===== src/hdl/cfwdf_pkg.sv =====
package cfwdf_pkg;

  // Field width limit and value width
  localparam int MAX_DIGITS = 14;
  localparam int VALUE_W    = 48;

  // A 48-bit magnitude has at most 15 decimal digits
  localparam int MAG_DIGITS = 15;
  localparam int NUM_CELLS  = (MAX_DIGITS > MAG_DIGITS) ? MAX_DIGITS : MAG_DIGITS;

  // Counter width that holds NUM_CELLS + 1
  localparam int CNT_W   = $clog2(NUM_CELLS + 2);
  localparam int SHIFT_W = $clog2(VALUE_W);

  // ASCII codes
  localparam logic [7:0] CHAR_ZERO  = 8'h30;
  localparam logic [7:0] CHAR_SEMI  = 8'h3B;
  localparam logic [7:0] CHAR_MINUS = 8'h2D;
  localparam logic [7:0] CHAR_PLUS  = 8'h2B;

  // Operation applied to every digit cell in the row
  typedef enum logic [1:0] {
    CELL_HOLD,
    CELL_CLR,
    CELL_DABBLE,
    CELL_SHIFT
  } cell_op_t;

endpackage


===== src/hdl/cfwdf_cell.sv =====
module cfwdf_cell (
  input  logic                clk,
  input  cfwdf_pkg::cell_op_t op,
  input  logic                carry_in,   // bit shifted up from the lower cell
  input  logic [3:0]          digit_in,   // digit of the lower cell
  output logic                carry_out,  // bit shifted up into the upper cell
  output logic [3:0]          digit
);

  logic [3:0] adj;

  // Add-3 correction before each binary shift
  always_comb begin
    adj       = (digit >= 4'd5) ? digit + 4'd3 : digit;
    carry_out = adj[3];
  end

  always_ff @(posedge clk) begin
    case (op)
      cfwdf_pkg::CELL_CLR:    digit <= 4'd0;
      cfwdf_pkg::CELL_DABBLE: digit <= {adj[2:0], carry_in};
      cfwdf_pkg::CELL_SHIFT:  digit <= digit_in;
      default:                digit <= digit;
    endcase
  end

endmodule


===== src/hdl/cfwdf_chain.sv =====
module cfwdf_chain (
  input  logic                clk,
  input  cfwdf_pkg::cell_op_t op,
  input  logic                serial_in,  // next magnitude bit, MSB first
  output logic [3:0]          top_digit   // most significant digit cell
);

  logic                carry [cfwdf_pkg::NUM_CELLS:0];
  logic [3:0]          digits [cfwdf_pkg::NUM_CELLS-1:0];
  logic [3:0]          shift_in [cfwdf_pkg::NUM_CELLS-1:0];

  assign carry[0] = serial_in;

  // Row of BCD cells, cell 0 is the least significant digit
  for (genvar i = 0; i < cfwdf_pkg::NUM_CELLS; i++) begin : g_cell
    if (i == 0) begin : g_bottom
      assign shift_in[i] = 4'd0;
    end else begin : g_upper
      assign shift_in[i] = digits[i-1];
    end

    cfwdf_cell u_cell (
      .clk       (clk),
      .op        (op),
      .carry_in  (carry[i]),
      .digit_in  (shift_in[i]),
      .carry_out (carry[i+1]),
      .digit     (digits[i])
    );
  end

  assign top_digit = digits[cfwdf_pkg::NUM_CELLS-1];

endmodule


===== src/hdl/clamped_fixed_width_decimal_formatter_unit.sv =====
// Clamped fixed-width decimal formatter.
// Slave stream s_*: one item holds a command word, a digit count, an
// always-signed flag, lower/upper limits and a signed 48-bit value.
// Master stream m_*: one ASCII byte per item: four command bytes, an
// optional sign, zero-padded digits, then ';' with m_tlast set.
// The value is clamped on accept. A row of 15 BCD cells converts the
// magnitude with one shift-and-adjust step per cycle, then folds the
// digits above the field into the leading character, one digit per
// cycle.
// Command and sign bytes go out while the conversion runs.
// Items are handled one at a time: s_tready rises again once the
// closing ';' is loaded into the output register.
// A stall on m_tready holds the output byte and pauses the emitter; the
// conversion keeps running. Reset clears all control state and drops
// m_tvalid; no byte is lost or repeated across stalls.
module clamped_fixed_width_decimal_formatter_unit (
  input  logic         clk,
  input  logic         rst,
  input  logic         s_tvalid,
  output logic         s_tready,
  // [31:0] command_word, [35:32] digit_count, [36] always_signed,
  // [84:37] lower_limit, [132:85] upper_limit, [180:133] value, rest zero
  input  logic [183:0] s_tdata,
  output logic         m_tvalid,
  input  logic         m_tready,
  // [7:0] out_char
  output logic [7:0]   m_tdata,
  output logic         m_tlast
);

  localparam int VW = cfwdf_pkg::VALUE_W;
  localparam int CW = cfwdf_pkg::CNT_W;

  typedef enum logic [2:0] {
    S_IDLE, S_CMD, S_SIGN, S_LEAD, S_DIGIT, S_SEMI
  } emit_state_t;

  typedef enum logic [2:0] {
    E_IDLE, E_MAG, E_CONV, E_FOLD, E_DONE
  } eng_state_t;

  emit_state_t emit_state;
  eng_state_t  eng_state;

  // Input fields
  logic [31:0]          in_cmd;
  logic [3:0]           in_count;
  logic                 in_always;
  logic signed [VW-1:0] in_lo;
  logic signed [VW-1:0] in_hi;
  logic signed [VW-1:0] in_val;

  assign in_cmd    = s_tdata[31:0];
  assign in_count  = s_tdata[35:32];
  assign in_always = s_tdata[36];
  assign in_lo     = s_tdata[84:37];
  assign in_hi     = s_tdata[132:85];
  assign in_val    = s_tdata[180:133];

  // Item registers
  logic [31:0]            cmd_reg;
  logic [VW-1:0]          clamped;
  logic [VW-1:0]          mag;
  logic                   neg;
  logic                   has_sign;
  logic [CW-1:0]          n_dig;
  logic [CW-1:0]          dig_left;
  logic [CW-1:0]          fold_cnt;
  logic [1:0]             cmd_cnt;
  logic [cfwdf_pkg::SHIFT_W-1:0] conv_cnt;
  logic [7:0]             acc;

  // Accept-time decode
  logic signed [VW-1:0] clamp_val;
  logic                 clamp_neg;
  logic                 sign_next;
  logic [CW-1:0]        pos_lim;
  logic [CW-1:0]        pos_adj;
  logic [CW-1:0]        n_next;
  logic                 accept;

  assign s_tready = (emit_state == S_IDLE);
  assign accept   = s_tvalid && s_tready;

  always_comb begin
    if (in_val > in_hi)      clamp_val = in_hi;
    else if (in_val < in_lo) clamp_val = in_lo;
    else                     clamp_val = in_val;
    clamp_neg = clamp_val[VW-1];
    sign_next = clamp_neg || in_always;
    pos_lim   = ({{(CW-4){1'b0}}, in_count} > CW'(cfwdf_pkg::MAX_DIGITS)) ?
                CW'(cfwdf_pkg::MAX_DIGITS) : {{(CW-4){1'b0}}, in_count};
    pos_adj   = (sign_next && (pos_lim != '0)) ? pos_lim - CW'(1) : pos_lim;
    n_next    = (pos_adj == '0) ? CW'(1) : pos_adj;
  end

  // Digit row
  cfwdf_pkg::cell_op_t cell_op;
  logic [3:0]          top_digit;

  cfwdf_chain u_chain (
    .clk       (clk),
    .op        (cell_op),
    .serial_in (mag[VW-1]),
    .top_digit (top_digit)
  );

  // Emitter byte selection
  logic       slot_free;
  logic       emit_load;
  logic [7:0] emit_byte;
  logic       emit_last;

  always_comb begin
    slot_free = !m_tvalid || m_tready;
    emit_load = 1'b0;
    emit_byte = cfwdf_pkg::CHAR_SEMI;
    emit_last = 1'b0;
    unique case (emit_state)
      S_IDLE: ;
      S_CMD: begin
        emit_load = slot_free;
        emit_byte = cmd_reg[31:24];
      end
      S_SIGN: begin
        emit_load = slot_free;
        emit_byte = neg ? cfwdf_pkg::CHAR_MINUS : cfwdf_pkg::CHAR_PLUS;
      end
      S_LEAD: begin
        emit_load = slot_free && (eng_state == E_DONE);
        emit_byte = acc + cfwdf_pkg::CHAR_ZERO;
      end
      S_DIGIT: begin
        emit_load = slot_free;
        emit_byte = {4'd0, top_digit} + cfwdf_pkg::CHAR_ZERO;
      end
      S_SEMI: begin
        emit_load = slot_free;
        emit_last = 1'b1;
      end
      default: ;
    endcase
  end

  // Row operation
  always_comb begin
    unique case (eng_state)
      E_MAG:   cell_op = cfwdf_pkg::CELL_CLR;
      E_CONV:  cell_op = cfwdf_pkg::CELL_DABBLE;
      E_FOLD:  cell_op = cfwdf_pkg::CELL_SHIFT;
      E_DONE:  cell_op = (emit_state == S_DIGIT && emit_load) ?
                         cfwdf_pkg::CELL_SHIFT : cfwdf_pkg::CELL_HOLD;
      default: cell_op = cfwdf_pkg::CELL_HOLD;
    endcase
  end

  // Conversion engine
  always_ff @(posedge clk) begin
    if (rst) begin
      eng_state <= E_IDLE;
    end else begin
      unique case (eng_state) inside
        E_IDLE, E_DONE: begin
          if (accept) eng_state <= E_MAG;
        end
        E_MAG: begin
          mag       <= clamped[VW-1] ? VW'(-clamped) : clamped;
          conv_cnt  <= '0;
          eng_state <= E_CONV;
        end
        E_CONV: begin
          mag      <= {mag[VW-2:0], 1'b0};
          conv_cnt <= conv_cnt + 1'b1;
          if (conv_cnt == cfwdf_pkg::SHIFT_W'(VW - 1)) begin
            fold_cnt  <= CW'(cfwdf_pkg::NUM_CELLS + 1) - n_dig;
            acc       <= 8'd0;
            eng_state <= E_FOLD;
          end
        end
        E_FOLD: begin
          // acc = acc * 10 + digit, kept to 8 bits
          acc      <= {acc[4:0], 3'b000} + {acc[6:0], 1'b0} + {4'd0, top_digit};
          fold_cnt <= fold_cnt - 1'b1;
          if (fold_cnt == CW'(1)) eng_state <= E_DONE;
        end
        default: eng_state <= E_IDLE;
      endcase
    end
  end

  // Item capture and byte emitter
  always_ff @(posedge clk) begin
    if (rst) begin
      emit_state <= S_IDLE;
      m_tvalid   <= 1'b0;
    end else begin
      if (emit_load) begin
        m_tvalid <= 1'b1;
        m_tdata  <= emit_byte;
        m_tlast  <= emit_last;
      end else if (m_tready) begin
        m_tvalid <= 1'b0;
      end

      unique case (emit_state)
        S_IDLE: begin
          if (accept) begin
            cmd_reg    <= in_cmd;
            clamped    <= clamp_val;
            neg        <= clamp_neg;
            has_sign   <= sign_next;
            n_dig      <= n_next;
            cmd_cnt    <= 2'd0;
            emit_state <= S_CMD;
          end
        end
        S_CMD: begin
          if (emit_load) begin
            cmd_reg <= {cmd_reg[23:0], 8'd0};
            cmd_cnt <= cmd_cnt + 2'd1;
            if (cmd_cnt == 2'd3) emit_state <= has_sign ? S_SIGN : S_LEAD;
          end
        end
        S_SIGN: begin
          if (emit_load) emit_state <= S_LEAD;
        end
        S_LEAD: begin
          if (emit_load) begin
            dig_left   <= n_dig - CW'(1);
            emit_state <= (n_dig == CW'(1)) ? S_SEMI : S_DIGIT;
          end
        end
        S_DIGIT: begin
          if (emit_load) begin
            dig_left <= dig_left - CW'(1);
            if (dig_left == CW'(1)) emit_state <= S_SEMI;
          end
        end
        S_SEMI: begin
          if (emit_load) emit_state <= S_IDLE;
        end
        default: emit_state <= S_IDLE;
      endcase
    end
  end

endmodule


===== config.mk =====
export PLATFORM = sky130hd
export DESIGN_NAME = clamped_fixed_width_decimal_formatter_unit
export DESIGN_NICKNAME = d
export VERILOG_FILES = /design/src/hdl/cfwdf_pkg.sv /design/src/hdl/cfwdf_cell.sv /design/src/hdl/cfwdf_chain.sv /design/src/hdl/clamped_fixed_width_decimal_formatter_unit.sv
export SDC_FILE = /design/constraint.sdc
export NUM_CORES = 1
export LEC_CHECK = 0
export BUFFER_PORTS_ARGS = -buffer_cell sky130_fd_sc_hd__buf_2
export CAP_MARGIN = 15
export CORE_MARGIN = 5
export CORE_UTILIZATION = 50
export DETAILED_ROUTE_END_ITERATION = 12
export PLACE_DENSITY_LB_ADDON = 0.2
export SYNTH_ARGS = -nofsm -noshare
export SYNTH_HDL_FRONTEND = slang
export SYNTH_SLANG_ARGS = --single-unit

===== constraint.sdc =====
create_clock -name clk -period 8.02 [get_ports clk]
set_input_delay 2.406 -clock clk [delete_from_list [all_inputs] [get_ports clk]]
set_output_delay 2.406 -clock clk [all_outputs]
set_load 0.02 [all_outputs]

# Yosys cells after proc, flatten, opt, wreduce, memory -nomap -nowiden
# Index checks and enable logic that the tools add are counted.
# word_totals
ff_bits,237
word_cells,206
# op_classes
n_addsub,27
order_cmp,18
eq_ne,28
muxes,72
n_bitwise,1
n_reduce_logical,29
# op_table
op,count
case mux 4 bit (3 select lines),14
2-to-1 mux 48 bit,3
case mux 48 bit (2 select lines),1
2-to-1 mux 32 bit,2
case mux 32 bit (2 select lines),1
"greater-or-equal comparator 4 x 3 -> 1 bit, second input constant",15
2-to-1 mux 4 bit,15
"adder 4 x 2 -> 4 bit, second input constant",14
> comparator 48 bit,1
less-than comparator 48 bit,1
negator 48 bit,1
2-to-1 mux 3 bit,12
case mux 8 bit (4 select lines),1
2-to-1 mux 5 bit,4
case mux 5 bit (2 select lines),2
case mux 3 bit (6 select lines),1
case mux 8 bit (2 select lines),1
"== test 5 x 1 -> 1 bit, second input constant",3
"subtractor 5 x 1 -> 5 bit, second input constant",3
"!= test 2 bit, second input constant",7
"== test 3 x 2 -> 1 bit, second input constant",4
case mux 3 bit (4 select lines),1
case mux 6 bit (2 select lines),1
nonzero test 2 bit,6
other kinds (37),61

# Logic depth before layout (Yosys ltp)
# Gate-level depths: netlist of the first run.
# logic_depth
depth_word,10
ltp_mapped,13

# By module
# A second synthesis of the first run with hierarchy kept.
# hier_totals
hier_cells,1613
area_unflattened_um2,16340.7
# by_module_without_submodules
module,instances,cells_each,area_each_um2,seq_area_each_um2
clamped_fixed_width_decimal_formatter_unit,1,1177,11851.4,5215.0
cfwdf_cell,15,29,299.0,120.1
cfwdf_chain,1,1,3.8,0.0

# Worst setup path before layout of the first run
# Ideal clock, no wire load.
# synth_path
path_kind,input to register
startpoint,input port rst
endpoint,register eng_state[1]
t_arrival_ps,6729
t_required_ps,7935
setup_slack_ps,1206
path_stages,2
n_path_buf,0
path_cell_list,nor3_1 mux2_2
# synth_lines
item,line,source
"start, declared",clamped_fixed_width_decimal_formatter_unit.sv:18,"input logic rst,"
"end signal, assigned",clamped_fixed_width_decimal_formatter_unit.sv:160,eng_state <= E_IDLE;
"end signal, assigned",clamped_fixed_width_decimal_formatter_unit.sv:164,if (accept) eng_state <= E_MAG;
"end signal, assigned",clamped_fixed_width_decimal_formatter_unit.sv:169,eng_state <= E_CONV;
"end, declared",clamped_fixed_width_decimal_formatter_unit.sv:43,eng_state_t eng_state;

# Worst setup path in the final report of the first run
# layout_path
startpoint,input port s_tdata[56]
endpoint,register clamped[16] (data pin)
# layout_between
elab_chain_cells,3
# layout_lines
item,line,source
"start, declared",clamped_fixed_width_decimal_formatter_unit.sv:23,"input logic [183:0] s_tdata,"
less-than comparator 48 bit,clamped_fixed_width_decimal_formatter_unit.sv:87,else if (in_val < in_lo) clamp_val = in_lo;
2-to-1 mux 48 bit,clamped_fixed_width_decimal_formatter_unit.sv:87,
2-to-1 mux 48 bit,clamped_fixed_width_decimal_formatter_unit.sv:86,if (in_val > in_hi) clamp_val = in_hi;
via clamp_val[16],clamped_fixed_width_decimal_formatter_unit.sv:74,logic signed [VW-1:0] clamp_val;
"end signal, assigned",clamped_fixed_width_decimal_formatter_unit.sv:209,clamped <= clamp_val;
"end, declared",clamped_fixed_width_decimal_formatter_unit.sv:62,logic [VW-1:0] clamped;
# The timed path passes the listed nets, and every way through them passes these cells.
# A chain may end at the register's enable or synchronous reset.

==> results.sh, run 1 <==
export IMPL_cp_required_ns=8.28
export IMPL_synth_area_per_cell_um2=9.806
export IMPL_path_clk_slew_ns=0.06
export IMPL_crit_path_start_kind="primary input"
export IMPL_clk_latency_ns=0.53
export IMPL_place_congestion=0.8645
export IMPL_async_flop_share=0
export IMPL_place_worst_setup_slack_ns=1.737
export IMPL_crit_family="compound AO/OA/AOI/OAI gates"
export IMPL_grt_max_degree=91
export IMPL_ios=199
export IMPL_synth_edf_count=229
export IMPL_vias=11932
export IMPL_grt_antenna_before_repair=2
export IMPL_grt_util_met3=0.03117
export IMPL_ctsResizeCount=0
export IMPL_p_total_mw=4.606
export IMPL_critPathBufInv=3
export IMPL_finalHoldViolations=0
export IMPL_skew_ns=0.02242
export IMPL_area_growth_pct=15.06
export IMPL_dieArea_mm2=0.03500
export IMPL_io_buffers=195
export IMPL_rr_endpoint="mag[44]"
export IMPL_netlist_instances=1599
export IMPL_synth_top_area_cell="edfxtp_1"
export IMPL_fin_crit_ns=5.813
export IMPL_drt_initial_drc_count=802
export IMPL_hold_depth=2
export IMPL_fin_setup_tns_ns=0
export IMPL_cts_setup_buffers=0
export IMPL_globalRouteMet1Util=0.2670
export IMPL_grt_ovfl_total=0
export IMPL_place_hpwl_um=25650
export IMPL_netlist_cell_type_count=63
export IMPL_synth_cell_area_mm2=0.01568
export IMPL_clock_sinks=236
export IMPL_reg2reg_depth=8
export IMPL_worstPathArrival_ns=6.07
export IMPL_ctsHoldBuffers=0
export IMPL_grt_pass1_wl_um=57540
export IMPL_ys_ff_latch=236
export IMPL_via_per_inst=5.436
export IMPL_tightestPinTransition_ns=1.027
export IMPL_fillers=2691
export IMPL_fin_nets=2114
export IMPL_synth_ff_type="edfxtp_1"
export IMPL_chipWidth_um=187.1
export IMPL_ys_top_cells_by_area="edfxtp_1 (44%), ha_1 (12%), o21ai_0 (6.2%)"
export IMPL_grt_total_usage=0.1905
export IMPL_yosys_warnings=0
export IMPL_drt_wl_total_um=33930
export IMPL_leakage_nw=7.547
export IMPL_drc=0
export IMPL_worst_setup_path_type="in2reg"
export IMPL_syn_nets=1934
export IMPL_min_period_over_period=0.7248
export IMPL_critPathCaptureType="register"
export IMPL_numCtsBuffers=26
export IMPL_slowest_stage="xor2_4"
export IMPL_die_y_um=187.1
export IMPL_row_count=64
export IMPL_clockBufferDepth=3
export IMPL_min_to="m_tvalid"
export IMPL_diodes=0
export IMPL_worstSetupStartpoint="s_tdata[56]"
export IMPL_met2_usage=0.3177
export IMPL_yosysSeqAreaShare=0.4475
export IMPL_synth_top_cell_area_share=0.4386
export IMPL_tritoncts="done"
export IMPL_ant_nets=0
export IMPL_start_util=0.5099
export IMPL_grt_pass1_vias=11959
export IMPL_power_density_mw_per_mm2=255.3
export IMPL_core_mm2=0.03075
export IMPL_hold_path_class="reg2reg"
export IMPL_drt_pass1_iter_count=5
export IMPL_fmax_mhz=172.0
export IMPL_h_tree_depth=1
export IMPL_worstHoldStart="m_tvalid"
export IMPL_drive_gt1_frac=0.1712
export IMPL_rsz0062_at_grt="false"
export IMPL_largest_register_ffs=60
export IMPL_path_max_fanout=23
export IMPL_r2r_start="clamped[4]"
export IMPL_grt_busiest_layer="met2"
export IMPL_regMostFlops="u_chain.g_cell.u_cell.digit"
export IMPL_drv_cap=0
export IMPL_max_stage_delay_ns=0.86
export IMPL_top_regs="u_chain.g_cell.u_cell.digit x60, clamped x48, mag x48"
export IMPL_finalSetupViolCount=0
export IMPL_maxSlewViolCount=0
export IMPL_status="complete, no violations"
export IMPL_finalWorstSetupSlack_ns=2.207
export IMPL_peakVddDrop_v=0.0002274
export IMPL_slew_headroom=0.3143
export IMPL_wl_per_cell_um=15.46
export IMPL_crit_chain="buf_2 > inv_1 > ha_1 > a21oi_1 > o21ai_0 > a221oi_1 > nand2_1 > o31ai_1 > nand2_1 > xor2_4 > buf_4 > mux2i_1 > o21ai_0"
export IMPL_r2r_slack_ns=4.63
export IMPL_cts_root_buf="clkbuf_16"
## cells by family (layout without fill, tap and decap cells)
logic type	count (synthesis)	in the layout	synth area share
and+or+nand+nor	446	446	0.1391
AOI/OAI and AO/OA	400	400	0.1457
DFF	236	236	0.4475
buffers and inverters	206	406	0.04971
adders and majority gates	147	147	0.1183
xor gates and xnor gates	83	83	0.04636
muxes	80	80	0.05314
other	1	1	0.0002392
## cell usage in the layout, fill, tap and decap left out, drive strengths merged, types with 54 or more instances in the layout
master	n
inv	150
edfxtp	229
mux2i	54
ha	145
a21oi	112
o21ai	194
xor2	55
nand2	201
nor2	78
buf	209
## where the power goes
group,internal (mW),switching [mW],leakage (nW)
clock network,0.800,0.494,0.464
registers,1.75,0.213,2.20
logic,0.537,0.808,4.88
total,3.09,1.51,7.55
## per-stage QoR
stage	util	instance area [um2]	hold slack (ns)	instances
6_report	0.5867	18040	0.4958	2195
5_1_grt	0.5867	18040	0.5426	2195
4_1_cts	0.5867	18040	0.5058	2195
3_5_place_dp	0.5561	17100	0.4966	2147
3_3_place_gp	0.5561	17100	0.4929	2147
2_1_floorplan	-	15680	0.4963	1599
## cell type report
| type | instances | area, um2 | share of cell area |
|---|---|---|---|
| multi-input combinational | 1157 | 7948 | 0.4405 |
| sequential | 236 | 7017 | 0.3889 |
| clock inverter | 20 | 272.8 | 0.01512 |
| clock buffer | 28 | 668.1 | 0.03703 |
| timing repair buffer | 209 | 1081 | 0.05992 |
| tap | 396 | 495.5 | 0.02746 |
| inverter | 149 | 559.3 | 0.03100 |
## how the worst max path moves through the flow
| stage | end | slack (ns) | cells after the start |
|---|---|---|---|
| finish | clamped[16] | 2.21 | 13 |
| global placement | clamped[17] | 1.78 | 12 |
| global route | clamped[16] | 2.04 | 13 |
| detailed placement | clamped[15] | 1.74 | 12 |
| floorplan | eng_state[1] | 1.21 | 2 |
| CTS | clamped[15] | 2.28 | 12 |
## cells in the mapped netlist (3+ instances only)
| master | number |
|---|---|
| a211oi_1 | 8 |
| a21o_1 | 12 |
| a21oi_1 | 112 |
| a22oi_1 | 12 |
| and2_1 | 10 |
| and3_1 | 7 |
| buf_2 | 5 |
| clkbuf_1 | 50 |
| dfxtp_1 | 7 |
| edfxtp_1 | 229 |
| ha_1 | 145 |
| inv_1 | 149 |
| mux2_2 | 26 |
| mux2i_1 | 54 |
| nand2_1 | 201 |
| nand2b_1 | 24 |
| nand3_1 | 16 |
| nand4_1 | 20 |
| nor2_1 | 78 |
| nor2b_1 | 17 |
| nor3_1 | 11 |
| nor3b_1 | 29 |
| o21ai_0 | 193 |
| o21bai_1 | 3 |
| o22ai_1 | 3 |
| o31ai_1 | 26 |
| o41ai_1 | 7 |
| or2_2 | 7 |
| or3_1 | 7 |
| or4_1 | 3 |
| or4_4 | 4 |
| xnor2_1 | 28 |
| xor2_1 | 55 |
## tightest hold or removal path: stages, from the launching register on
cell and delay, ns:
dfxtp_1 0.31, nand2b_1 0.08, a21oi_1 0.06
## layer usage
metal,routed length [um],share of wire
met1,15880,0.47
met2,15910,0.47
met3,1742,0.051
met4,376,0.011
met5,21,0.00062
No activity file was read; power rests on OpenSTA's default activity.
==> inputs of run 2 (changes only) <==
==> constraint.sdc (replaced) <==
create_clock -name clk -period 4.74 [get_ports clk]
set_input_delay 1.422 -clock clk [delete_from_list [all_inputs] [get_ports clk]]
set_output_delay 1.422 -clock clk [all_outputs]
set_load 0.02 [all_outputs]
==> run 2 against run 1 <==
Compared with the run above:
- combinational power rose by 72%
- clock skew shrank 0.0046 ns
- critical path depth stayed put
- worst setup slack got worse by 1.7 ns
- first-iteration DRC count is 14% lower
- utilization about the same
- flip-flop and latch count is the same
- via count increased by 0.75%
- sequential share of layout area is essentially flat
==> results.sh, run 2 (synthesized netlist as in run 1, its figures left out) <==
export IMPL_status="complete, no violations"
export IMPL_die_y_um=187.1
export IMPL_worstSetupStartpoint="s_tdata[120]"
export IMPL_clockBufferDepth=3
export IMPL_grt_pass1_vias=11871
export IMPL_critPathCaptureType="register"
export IMPL_reg2reg_depth=8
export IMPL_finalSetupViolCount=0
export IMPL_r2r_start="clamped[4]"
export IMPL_rr_endpoint="mag[46]"
export IMPL_grt_antenna_before_repair=0
export IMPL_area_growth_pct=15.07
export IMPL_via_per_inst=5.462
export IMPL_min_period_over_period=0.8847
export IMPL_h_tree_depth=1
export IMPL_peakVddDrop_v=0.0002913
export IMPL_worstPathArrival_ns=4.47
export IMPL_cp_required_ns=5.02
export IMPL_diodes=0
export IMPL_final_area_mm2=0.01804
export IMPL_grt_max_degree=91
export IMPL_final_common_cell="edfxtp_1"
export IMPL_core_mm2=0.03075
export IMPL_crit_path_start_kind="primary input"
export IMPL_numCtsBuffers=26
export IMPL_ctsHoldBuffers=0
export IMPL_grt_pass1_wl_um=56600
export IMPL_start_util=0.5099
export IMPL_tritoncts="done"
export IMPL_clk_latency_ns=0.53
export IMPL_maxSlewViolCount=0
export IMPL_drt_wl_total_um=33810
export IMPL_vias=12021
export IMPL_regMostFlops="u_chain.g_cell.u_cell.digit"
export IMPL_finalHoldViolations=0
export IMPL_grt_ovfl_total=0
export IMPL_critPathBufInv=3
export IMPL_wl_per_cell_um=15.36
export IMPL_skew_ns=0.01779
export IMPL_r2r_slack_ns=1.28
export IMPL_slew_headroom=0.3262
export IMPL_hold_path_class="reg2reg"
export IMPL_drv_cap=0
export IMPL_slowest_stage="a21oi_1"
export IMPL_fin_nets=2120
export IMPL_whs_ns=0.4954
export IMPL_fin_crit_ns=4.194
export IMPL_power_density_mw_per_mm2=423.9
export IMPL_io_buffers=195
export IMPL_largest_register_ffs=60
export IMPL_drive_gt1_frac=0.1706
export IMPL_ant_nets=0
export IMPL_crit_end="n_dig[0]"
export IMPL_drt_pass1_iter_count=5
export IMPL_drt_initial_drc_count=687
export IMPL_drc=0
export IMPL_path_max_fanout=6
export IMPL_dieArea_mm2=0.03500
export IMPL_cts_setup_buffers=0
export IMPL_place_hpwl_um=25720
export IMPL_fin_setup_tns_ns=0
export IMPL_timing_critical_path_mode_cell="a21oi_1"
export IMPL_final_cell_mix="edfxtp_1 (229), nand2_1 (199), buf_2 (195), o21ai_0 (192), inv_1 (149)"
export IMPL_max_stage_delay_ns=0.53
export IMPL_fmax_mhz=238.5
export IMPL_ios=199
export IMPL_top_regs="u_chain.g_cell.u_cell.digit x60, clamped x48, mag x48"
export IMPL_grt_total_usage=0.1878
export IMPL_chipWidth_um=187.1
export IMPL_clock_sinks=236
export IMPL_p_total_mw=7.649
export IMPL_crit_family="compound AO/OA/AOI/OAI gates"
export IMPL_path_clk_slew_ns=0.06
export IMPL_crit_chain="buf_2 > inv_1 > ha_1 > a21oi_1 > o21ai_0 > a221o_1 > a2111oi_0 > buf_4 > o211a_1 > nand3b_1 > a21oi_1 > nor3_1 > a311o_1"
export IMPL_leakage_nw=7.548
export IMPL_utilization=0.5868
export IMPL_tightestPinTransition_ns=1.007
export IMPL_cts_root_buf="clkbuf_16"
export IMPL_ctsResizeCount=0
export IMPL_dpl_cell_area_mm2=0.01718
export IMPL_cp_depth=13
export IMPL_row_count=64
export IMPL_worst_setup_path_type="in2reg"
export IMPL_place_congestion=0.9117
export IMPL_rsz0062_at_grt="false"
run 2: changes by cell type in the layout (fill, tap and decap cells not counted), moves of 2 or more:
| cell | change |
|---|---|
| buf_12 | +2 |
| buf_4 | +4 |
| bufinv_16 | -3 |
| clkbuf_1 | +4 |
| clkinv_1 | +2 |
| clkinv_4 | -2 |
run 2: power breakdown:
part	internal [mW]	total [mW]	leakage (nW)	switching (mW)
logic	0.935	2.32	4.92	1.38
registers	2.97	3.32	2.20	0.354
clock network	1.21	2.01	0.428	0.806
total	5.11	7.65	7.55	2.54
run 2: metrics by stage:
| step | setup slack, ns | std cells |
|---|---|---|
| after floorplan | 0.3706 | 1599 |
| after global placement | 0.09788 | 2153 |
| after detailed placement | 0.001446 | 2153 |
| after CTS | 0.5644 | 2201 |
| after global routing | 0.3604 | 2201 |
| final | 0.5464 | 2201 |
run 2: tightest hold or removal path: cells and delay by family, from the launching register on:
| family | cells | cell delay (ns) |
|---|---|---|
| and+or+nand+nor | 1 | 0.08 |
| DFF | 1 | 0.31 |
| AOI/OAI and AO/OA | 1 | 0.06 |
run 2: how the worst min path moves through the flow:
stage,from,end,slack [ns],depth (start not counted)
floorplan,mag[9],mag[10],0.50,2
global placement,m_tvalid,m_tvalid,0.50,2
detailed placement,m_tvalid,m_tvalid,0.50,2
CTS,m_tvalid,m_tvalid,0.50,2
global route,m_tvalid,m_tvalid,0.53,2
finish,m_tvalid,m_tvalid,0.50,2
run 2: cell type report:
cell class | instances | area, um2
clock buffers | 33 | 696.9
clock inverters | 15 | 170.2
fillers | 2691 | 12710
inverters | 149 | 559.3
multi-input cells | 1157 | 7954
flip-flops and latches | 236 | 7017
well taps | 396 | 495.5
repair buffers | 215 | 1151
run 2: metal layers:
| layer | track usage | share of wire | vias up |
|---|---|---|---|
| met4 | 0.04266 | 0.018 | 0 |
| met1 | 0.2599 | 0.46 | 5609 |
| li1 | - | - | 6088 |
| met5 | 0 | 0 | - |
| met2 | 0.3113 | 0.46 | 282 |
| met3 | 0.03210 | 0.054 | 42 |
